==> config.mk <==
export PLATFORM = sky130hd
export DESIGN_NAME = hts_front
export DESIGN_NICKNAME = d
export VERILOG_FILES = /design/src/sv/hts_pkg.sv /design/src/sv/hts_front.sv
export SDC_FILE = /design/constraint.sdc
export NUM_CORES = 1
export LEC_CHECK = 0
export ABC_AREA = 1
export BUFFER_PORTS_ARGS = -buffer_cell sky130_fd_sc_hd__buf_2
export CORE_UTILIZATION = 49
export CTS_BUF_LIST = sky130_fd_sc_hd__clkbuf_16
export DETAILED_ROUTE_END_ITERATION = 10
export PLACE_DENSITY = 0.73
export SYNTH_ARGS = -nofsm -noshare
export SYNTH_HDL_FRONTEND = slang
export SYNTH_SLANG_ARGS = --single-unit
==> constraint.sdc <==
create_clock -name clock -period 2.17 [get_ports clock]
set_input_delay 0 -clock clock [delete_from_list [all_inputs] [get_ports clock]]
set_output_delay 0 -clock clock [all_outputs]
set_load 0.05 [all_outputs]
==> src/sv/hts_pkg.sv <==
// hts_pkg: shared types, constants and the crc helper for the huffman stream decoder
// used by hts_front, hts_core and huffman_tree_stream_decoder
`default_nettype none
package hts_pkg;

   // storage sizes (node store and pending stack depths are powers of two)
   localparam int NODE_COUNT  = 512;
   localparam int STACK_DEPTH = 256;
   localparam int NODE_AW     = $clog2(NODE_COUNT);
   localparam int NFN_W       = $clog2(NODE_COUNT + 1);
   localparam int STK_AW      = $clog2(STACK_DEPTH);
   localparam int SP_W        = $clog2(STACK_DEPTH + 1);
   // node word: leaf flag over a 10-bit payload (child index or byte)
   localparam int NODE_W      = 11;
   localparam int LEAF_POS    = 10;
   localparam int QDEPTH      = 2;
   localparam logic [15:0] CRC_POLY = 16'h1021;

   // function codes of an input item
   localparam logic [1:0] FN_COMP = 2'd0;
   localparam logic [1:0] FN_RAW  = 2'd1;
   localparam logic [1:0] FN_DATA = 2'd2;
   localparam logic [1:0] FN_NONE = 2'd3;

   typedef struct packed {
      logic [1:0] func;
      logic [7:0] data_byte;
   } req_type;

   typedef struct packed {
      logic [7:0]  out_byte;
      logic [15:0] running_crc;
      logic        error;
      logic        last;
   } rsp_type;

   typedef enum logic [1:0] {
      PH_RAW, PH_BUILD, PH_DECODE, PH_HALT
   } phase_type;

   typedef enum logic [2:0] {
      ST_FETCH, ST_BUILD, ST_POP, ST_ROOT, ST_ROOT_WAIT, ST_DEC, ST_DEC_CHK, ST_FLUSH
   } state_type;

   // crc-16 update by one byte, msb first
   function automatic logic [15:0] crc_next(input logic [15:0] crc, input logic [7:0] b);
      logic [15:0] c;
      c = crc ^ {b, 8'h00};
      for (int i = 0; i < 8; i++) begin
         if (c[15]) c = {c[14:0], 1'b0} ^ CRC_POLY;
         else c = {c[14:0], 1'b0};
      end
      return c;
   endfunction

endpackage
`default_nettype wire

==> src/sv/hts_front.sv <==
// hts_front: input side, drops unused codes and queues items for the core
// depends on hts_pkg
`default_nettype none
module hts_front (
   input  wire logic            clock,
   input  wire logic            reset,
   input  wire logic            req_valid,
   output logic                 req_stall,
   input  wire hts_pkg::req_type req_item,
   output logic                 q_valid,
   output hts_pkg::req_type     q_item,
   input  wire logic            q_pop
);
   import hts_pkg::*;

   localparam int QAW = $clog2(QDEPTH);

   req_type          q_mem [QDEPTH];
   logic [QAW-1:0]   wr_ptr_ff, wr_ptr_in, rd_ptr_ff, rd_ptr_in;
   logic [QAW:0]     count_ff, count_in;
   logic             push;

   // accept while there is room; unused codes are taken and dropped
   assign req_stall = (count_ff == (QAW+1)'(QDEPTH));
   assign push      = req_valid && !req_stall && (req_item.func != FN_NONE);
   assign q_valid   = (count_ff != '0);
   assign q_item    = q_mem[rd_ptr_ff];

   // pointer and fill update
   always_comb begin
      wr_ptr_in = wr_ptr_ff;
      rd_ptr_in = rd_ptr_ff;
      count_in  = count_ff;
      if (push) wr_ptr_in = (wr_ptr_ff == QAW'(QDEPTH - 1)) ? '0 : wr_ptr_ff + 1'b1;
      if (q_pop) rd_ptr_in = (rd_ptr_ff == QAW'(QDEPTH - 1)) ? '0 : rd_ptr_ff + 1'b1;
      if (push && !q_pop) count_in = count_ff + 1'b1;
      else if (!push && q_pop) count_in = count_ff - 1'b1;
   end

   always_ff @(posedge clock) begin
      if (reset) begin
         wr_ptr_ff <= '0;
         rd_ptr_ff <= '0;
         count_ff  <= '0;
      end else begin
         wr_ptr_ff <= wr_ptr_in;
         rd_ptr_ff <= rd_ptr_in;
         count_ff  <= count_in;
      end
   end

   // queue storage
   always_ff @(posedge clock) begin
      if (push) q_mem[wr_ptr_ff] <= req_item;
   end

   no_pop_when_empty: assert property (@(posedge clock) disable iff (reset)
      q_pop |-> q_valid) else $error("pop from empty queue");
   fill_in_range: assert property (@(posedge clock) disable iff (reset)
      count_ff <= (QAW+1)'(QDEPTH)) else $error("queue fill out of range");
   full_blocks_push: assert property (@(posedge clock) disable iff (reset)
      (count_ff == (QAW+1)'(QDEPTH)) && !q_pop |=> count_ff == (QAW+1)'(QDEPTH))
      else $error("queue overrun");

endmodule
`default_nettype wire

==> impl_results.md, run 1 <==
* Outcome: finished clean
* Largest net degree at the start of global routing at 14
* 1st-iter DRT viols at 4
* Initial Utilization at 0.5446
* Worst slew pin tran at between 0.4 and 0.5 ns
* Post-Synthesis Cells at 67
* Gr usage total at 0.1683
* Drt total wl at roughly 1500 um
* Synth unique cells at 17
* # rows at 15
* Peak supply drop at ~660 uV
* TritonCTS Buffers at 3
* Setup-failing EPs final at 0
* Share of cells above drive strength 1 at 0.4352
* Flops & latches, synth at 25
* Area Overhead vs Synth at 36.34%
* Crit-path max cell delay at between 0.6 and 0.7 ns
* Compound-Gate Fraction of Synth Area at 0.01031
* P_sw at between 300 and 400 uW
* Clock skew at 0.002801 ns
* Clock Power Share at 0.313
* Post-synthesis mux area share at 0.1160
* Worst Setup End Kind: output pin
* XOR/XNOR Fraction of Synth Area at 0.009021
* Period minus WS final at 1.468 ns
* Worst Hold Class: in -> reg
* DIE AREA at approximately 2200 um^2
* First-pass GRT wire length at ~2400 um
* Post-Synth Adder-Cell Area at 0.01289
* Number of global-route vias before repair at 601
* Critical path, cell by cell: mux2_2 > buf_2
* DRT antenna net count at 0
* # port buffers at 25
* Via count at roughly 630
* CTS tree: yes
* Post-CTS repair timing setup buffer count at 0
* Avg Cell Area, Syn at around 14 um^2
* Max Slew Vio Count at 0
* Sum Neg Setup Slack at 0 ns
* Critical path launch point type: flip-flop
* Ant. Diodes at 0
* WP data arrival at ~1.5 ns
* DR vias/cell at between 4 and 5
* Root Buffer: clkbuf_16
* Share of the clock period used by the worst path at 0.6765
* Critical path fanouts, max at 10
* Comb pwr share at 0.213
* Slew Limit Headroom at 0.6844
* Initial antenna violation count at 0
* F_max at a little under 0.7 GHz
* Sink Count at 25
* Nets at approximately 120
* Setup CP Type: reg -> out
* CP max-delay cell: dfxtp_1
* Synth Cell Area at just under 1000 um^2
* Grt total ovfl at 0
* GP Congestion at about 0.67
* Residual DRC count at 0
* # IOs at 26
* Max Cap Viol at 0
* Sw frac at 0.2703
* Number of detailed-route iterations in the first pass at 2
* Power Density at ~920 nW/um^2
* Detailed Place HPWL at ~1000 um
* Int Pwr at 890.8 uW
* Die span in y at approximately 47 um
* Mean routed wirelength per cell at 11.36 um
* Post-Synth Simple-Gate Area at 0.09149
* H-tree Lvls at 1
* Syn nets at 82
* Main combinational cell family by area after synthesis: multiplexers
* Hold Vio Cnt, Final at 0
* Leakage at approximately 0.00056 uW
* Max Buffers Root-to-Sink at 2
* Worst skew pair latency at ~0.25 ns
* Clock Pin Slew Worst Setup and Hold Paths at around 0.060 ns
* Yosys warning total at 0
* Unrepaired setup endpoints after global routing: no
* Seq/Total Area, Yosys at 0.7216
* Die Width at approximately 47 um
* Register share of total power at 0.474
* Total Power at ~1200 uW
* CP required at approximately 2.2 ns
* Core Region at approximately 1800 um^2
==> registers in the layout (all words and copies together), names as in the netlist, named ones only <==
register and count:
q_mem 20, count_ff 2, rd_ptr_ff 1, wr_ptr_ff 1
==> per-layer routing <==
layer,up-vias,track usage,part of all wire
li1,316,-,-
met1,291,0.1760,0.40
met2,17,0.3083,0.54
met4,0,0.08824,0.0079
met3,2,0.03529,0.044
met5,-,0,0
==> area by class of cell <==
class / instances / area [um^2]
timing repair buffer: 38 / 250.2
inverter: 8 / 30.03
sequential: 25 / 700.7
clock inverter: 1 / 3.754
tap: 25 / 31.28
clock buffer: 3 / 75.07
fill: 127 / 459.2
multi-input combinational: 33 / 232.7
==> Yosys cell counts <==
library cell  count  area share
buf_4             1      0.0077
nor2_1            4       0.015
o21ai_0           1      0.0051
ha_1              1       0.013
nor3_1            1      0.0051
nand2_1           7       0.027
nand3_1           1      0.0051
inv_1             6       0.023
nand2_2           2       0.013
mux2_2           10        0.12
nand4_1           1      0.0064
a21oi_1           1      0.0051
inv_2             2      0.0077
dfxtp_1           5        0.10
edfxtp_1         20        0.62
xnor2_1           1      0.0090
nor2_2            3       0.019
==> per-stage QoR <==
step                utilization  cell area [um^2]  hold WS (ns)  cells  setup slack [ns]
floorplan                     -             970.9       0.07238     67            0.4707
global placement         0.6365              1135        0.1873    118            0.8804
detailed placement       0.6365              1135        0.1881    118            0.8060
CTS                      0.7425              1324       0.02254    133            0.6682
global route             0.7425              1324       0.05157    133            0.5785
finish                   0.7425              1324       0.02540    133            0.7020
==> power by group through the flow <==
stage,registers (uW),clock network (uW),logic [uW]
2_1_floorplan,579,0,195
3_3_place_gp,587,0,242
3_5_place_dp,589,0,247
4_1_cts,579,390,262
5_1_grt,583,408,282
6_report,579,382,261
==> critical path, delay by kind of cell, from the launching register on <==
family   cells  cell delay, ns
buf+inv      1            0.21
flops        1            0.61
mux          1            0.39
==> cells in the final DEF, fill, tap and decap left out <==
cell type	instances
nor3_1	1
nand2_1	7
edfxtp_1	20
inv_2	2
ha_1	1
nand3_1	1
inv_1	7
dfxtp_1	5
dlygate4sd3_1	11
xnor2_1	1
mux2_2	10
nand2_2	2
clkbuf_16	3
nor2_2	3
a21oi_1	1
nand4_1	1
buf_4	2
buf_2	25
nor2_1	4
o21ai_0	1
==> timing repair <==
action / in CTS / in global routing
hold buffers: 11 / 0
resized for setup: 0 / 0
hold endpoints to repair: 22 / 0
==> cells by family (layout without fill, tap and decap cells) <==
logic type	count (synthesis)	after routing
simple gates	19	19
buf+inv	9	50
flops	25	25
xor+xnor	1	1
fa+ha+maj	1	1
compound gates	2	2
mux	10	10
==> path summary, 6_finish.rpt <==
check / startpoint / to / slack, ns / cells after the start
worst max-delay path: flip-flop / q_item[8] / 0.70 / 2
worst min-delay path: q_pop / flip-flop / 0.03 / 3
worst max register to register: count_ff[0] / q_mem[1][4] / 0.82 / 4
worst min register to register: count_ff[0] / count_ff[0] / 0.52 / 2
Note: power is estimated with default switching activity, not from simulation.
==> inputs of run 2 (changes only) <==
CORE_UTILIZATION = 45   (was 49)
PLACE_DENSITY = 0.71   (was 0.73)
clock period = 1.35 ns   (was 2.17 ns; I/O delays follow)
==> run 2 against run 1 <==
  * Register-to-register slack got worse by 0.70 ns
  * Cell count increased by 0.75%
  * Global-route usage decreased by 1.8 points
  * Critical path type unchanged
==> impl_results.md, run 2 (same netlist as run 1, synthesis figures left out) <==
* WP data arrival at approximately 1.2 ns
* Unrepaired setup endpoints after global routing: no
* Crit-path max cell delay at 0.42 ns
* Cell Area, Placed at around 1200 um^2
* Peak supply drop at 911.3 uV
* Biggest register: q_mem
* Period minus WS final at 1.235 ns
* Grt total ovfl at 0
* Hold Crit Start: q_pop
* Via count at about 600
* Nets at ~120
* Worst r2r src: count_ff[1]
* Initial Utilization at 0.4850
* Mean routed wirelength per cell at approximately 12 um
* Critical path fanouts, max at 10
* Max Buffers Root-to-Sink at 2
* Root Buffer: clkbuf_16
* Share of the clock period used by the worst path at 0.9148
* Area Overhead vs Synth at 40.08%
* Power Density at between 1000 and 1500 nW/um^2
* CTS tree: yes
* Most frequent cells in the layout: buf_2, edfxtp_1, dlygate4sd3_1
* F_max at roughly 0.8 GHz
* H-tree Lvls at 1
* Cell Count, Final, Fillers Out at approximately 130
* # IOs at 26
* Most common cell after layout, fill and taps aside: buf_2
* Gr usage total at 0.1502
* Largest regs: q_mem x20, count_ff x2
* Setup slack, reg-to-reg at about 0.12 ns
* Setup-failing EPs final at 0
* Detailed Place HPWL at between 1000 and 1500 um
* Clock skew at 0.002533 ns
* Residual DRC count at 0
* Leakage at around 0.00055 uW
* DRT antenna net count at 0
* Post-CTS repair timing setup buffer count at 0
* Final core occ at 0.6794
* Sink Count at 25
* Worst slew pin tran at about 0.25 ns
* Worst Setup End Kind: output pin
* Worst skew pair latency at 0.25 ns
* Cell family with most CP delay: flip-flops
* Largest net degree at the start of global routing at 14
* Placed Cells at 119
* DR vias/cell at ~4.6
* DIE AREA at roughly 2300 um^2
* Die Width at slightly below 50 um
* FF-to-FF path depth at 5
* Reg2reg end: q_mem[1][4]
* Final setup margin at approximately 0.12 ns
* Number of global-route vias before repair at approximately 640
* Initial antenna violation count at 0
* Drt total wl at between 1500 and 2000 um
* Critical path launch point type: flip-flop
* Dpl ws at 0.03677 ns
* Post-route cell area at roughly 1400 um^2
* Share of cells above drive strength 1 at 0.4953
* Number of detailed-route iterations in the first pass at 4
* Core Region at ~2000 um^2
* Critical path, cell by cell: mux2_2 > buf_2
* Hold Vio Cnt, Final at 0
* Hold path depth at 3
* First-pass GRT wire length at roughly 2600 um
* Ant. Diodes at 0
* Max Cap Viol at 0
* Slew Limit Headroom at 0.8351
* Max reg flops at 20
* CP required at between 1 and 1.5 ns
* Setup CP Type: reg -> out
* CP bufs+invs at 1
* Worst Hold Class: in -> reg
* Die span in y at roughly 48 um
* Outcome: finished clean
* TritonCTS Buffers at 3
* # rows at 16
* # port buffers at 25
* Sum Neg Setup Slack at 0 ns
* Max Slew Vio Count at 0
* CP max-delay cell: dfxtp_4
* 1st-iter DRT viols at 10
* GP Congestion at around 0.73
* Clock Pin Slew Worst Setup and Hold Paths at 0.06 ns
-- run 2: report_power, final --
group / switching, uW / internal (uW)
Sequential: 34.7 / 899
Clock: 224 / 394
Combinational: 291 / 148
-- run 2: timing repair --
| item | CTS | global route |
|---|---|---|
| resized for setup | 1 | 2 |
| hold buffers | 11 | 0 |
| pin swaps | 0 | 0 |
| setup endpoints to repair | 10 | 16 |
| hold endpoints to repair | 22 | 0 |
-- run 2: metrics by stage --
stage / hold slack, ns / power, uW
final: 0.02986 / 1990
after global routing: 0.04489 / 2063
after CTS: 0.03009 / 2005
after detailed placement: 0.1938 / 1364
after global placement: 0.1910 / 1352
after floorplan: 0.07238 / 1267
-- run 2: area by class of cell --
cell class / count / area (um^2)
clock buffer: 3 / 75.07
multi-input combinational: 33 / 265.3
fill: 149 / 641.9
sequential: 25 / 705.7
tap: 27 / 33.78
clock inverter: 1 / 3.754
inverter: 8 / 33.78
timing repair buffer: 37 / 242.7
-- run 2: routing by layer --
layer,share of wire,global-route usage,routed length (um)
met1,0.41,0.1432,664
met2,0.55,0.3075,903
met3,0.038,0.03774,62
met4,0,0.04412,0
met5,0,0,0
-- run 2: how the worst max path moves through the flow --
stage / from / to / slack, ns / depth (start not counted)
finish: flip-flop / q_item[6] / 0.12 / 2
global route: count_ff[1] / count_ff[1] / 0.06 / 9
CTS: count_ff[0] / q_mem[1][7] / 0.03 / 4
detailed placement: count_ff[0] / q_mem[1][5] / 0.04 / 4
global placement: count_ff[0] / q_mem[1][5] / 0.09 / 4
floorplan: count_ff[0] / q_mem[0][0] / -0.02 / 2
-- run 2: worst reg2reg max path, delay by kind of cell (launching register included) --
family        cells  cell delay, ns
buf+inv           2            0.28
flops             1            0.34
simple gates      3            0.31
==> inputs of run 3 (changes only) <==
CTS_BUF_LIST = unset   (was sky130_fd_sc_hd__clkbuf_16)
==> run 3 against run 2 <==
  * First-iteration DRC count is 80% lower
  * Cell count is 1.5% higher
  * Sequential power hardly changed
  * Clock power is 51% lower
  * Register-to-register slack hardly changed
  * Total power is 15% lower
  * Critical path depth stayed put
  * Largest cell class unchanged
==> impl_results.md, run 3 (same netlist as run 1, synthesis figures left out) <==
* Detailed Place HPWL at approximately 1100 um
* Critical path fanouts, max at 10
* Post-route cell area at approximately 1300 um^2
* Gr usage total at 0.1517
* Initial antenna violation count at 0
* Via count at ~630
* Largest regs: q_mem x20, count_ff x2
* Clock skew at about 0.0011 ns
* DIE AREA at ~2300 um^2
* Number of global-route vias before repair at approximately 660
* 1st-iter DRT viols at 2
* Worst skew pair latency at 0.29 ns
* Max Slew Vio Count at 0
* Core Region at 2002 um^2
* DRT antenna net count at 0
* Hold Vio Cnt, Final at 0
* Share of the clock period used by the worst path at 0.9658
* Most common cell after layout, fill and taps aside: buf_2
* Share of cells above drive strength 1 at 0.4862
* Nets at 125
* Grt total ovfl at 0
* Multi-input gate area in the final layout at around 270 um^2
* CP required at about 1.4 ns
* Residual DRC count at 0
* H-tree Lvls at 1
* GP Congestion at roughly 0.73
* Final setup margin at 0.04611 ns
* F_max at between 0.7 and 0.8 GHz
* Leakage at about 0.00053 uW
* Mean routed wirelength per cell at 12.31 um
* Die span in y at between 40 and 50 um
* Reg area at between 700 and 800 um^2
* Period minus WS final at 1.304 ns
* # port buffers at 25
* Fillcell total at 156
* Biggest register: q_mem
* Drt total wl at 1674 um
* Critical path launch point type: flip-flop
* Max Used Layer: met4
* Routed wl met2 at about 950 um
* Sink Count at 25
* Number of detailed-route iterations in the first pass at 4
* DR WL met3 at around 62 um
* Dpl ws at 0.03677 ns
* Outcome: finished clean
* TritonCTS Buffers at 3
* Worst Setup End Kind: output pin
* Setup-failing EPs final at 0
* Most frequent cells in the layout: buf_2, edfxtp_1, dlygate4sd3_1
* DR vias/cell at 4.640
* Worst slew pin tran at about 0.25 ns
* Placed Cells at approximately 120
* Area Overhead vs Synth at 36.99%
* Max reg flops at 20
* Worst Hold Class: in -> reg
* CTS tree: yes
* Max Cap Viol at 0
* Peak supply drop at 861.1 uV
* Cell Area, Placed at about 1200 um^2
* Cell Count, Final, Fillers Out at 136
* Slew Limit Headroom at 0.8347
* Min Hold Slack at ~0.19 ns
* Die Width at approximately 48 um
* # rows at 16
* Ant. Diodes at 0
* # IOs at 26
* Clock Pin Slew Worst Setup and Hold Paths at around 0.12 ns
* Setup CP Type: reg -> out
* Sum Neg Setup Slack at 0 ns
* Metal-1 WL at between 600 and 700 um
* First-pass GRT wire length at between 2000 and 3000 um
* Power Density at ~1300 nW/um^2
* Unrepaired setup endpoints after global routing: yes
* WP data arrival at between 1 and 1.5 ns
* Root Buffer: clkbuf_4
* Largest net degree at the start of global routing at 14
* Initial Utilization at 0.4850
* Max Buffers Root-to-Sink at 2
==> run 3: report_power, final <==
group	switching, uW	internal [uW]
clock network	190	115
logic	293	155
registers	35.6	898
total	519	1170
==> run 3: final cells by class <==
cell class,count,area share
flip-flops and latches,25,0.5306
well taps,27,0.02540
inverters,8,0.02540
multi-input cells,33,0.1994
clock buffers,4,0.01976
repair buffers,39,0.1994
==> run 3: worst paths after layout <==
check	slack [ns]	startpoint	to	cells after the start
max	0.05	flip-flop	q_item[6]	2
max reg2reg	0.11	count_ff[1]	q_mem[1][0]	5
min	0.19	req_valid	wr_ptr_ff	5
min reg2reg	0.54	rd_ptr_ff	rd_ptr_ff	2
==> run 3: worst max-delay path, stage by stage (launching register included) <==
cell	delay, ns
dfxtp_4	0.44
mux2_2	0.35
buf_2	0.21
==> run 3: layer usage <==
metal | vias up | GRT usage
li1 | 319 | -
met1 | 293 | 0.1395
met2 | 17 | 0.3146
met3 | 2 | 0.03145
met4 | 0 | 0.05882
met5 | - | 0
==> run 3: repair_timing <==
item / 4_1_cts / 5_1_grt
endpoints found under the setup margin: 10 / 20
pin swaps: 0 / 0
gates resized for setup: 2 / 3
hold buffers: 13 / 0
endpoints found under the hold margin: 23 / 0
setup buffers: 0 / 0
==> run 3: through the flow <==
step | util | power (uW)
floorplan | - | 1267
global placement | 0.5813 | 1352
CTS | 0.6613 | 1691
global route | 0.6644 | 1754
detailed placement | 0.5813 | 1364
finish | 0.6644 | 1687
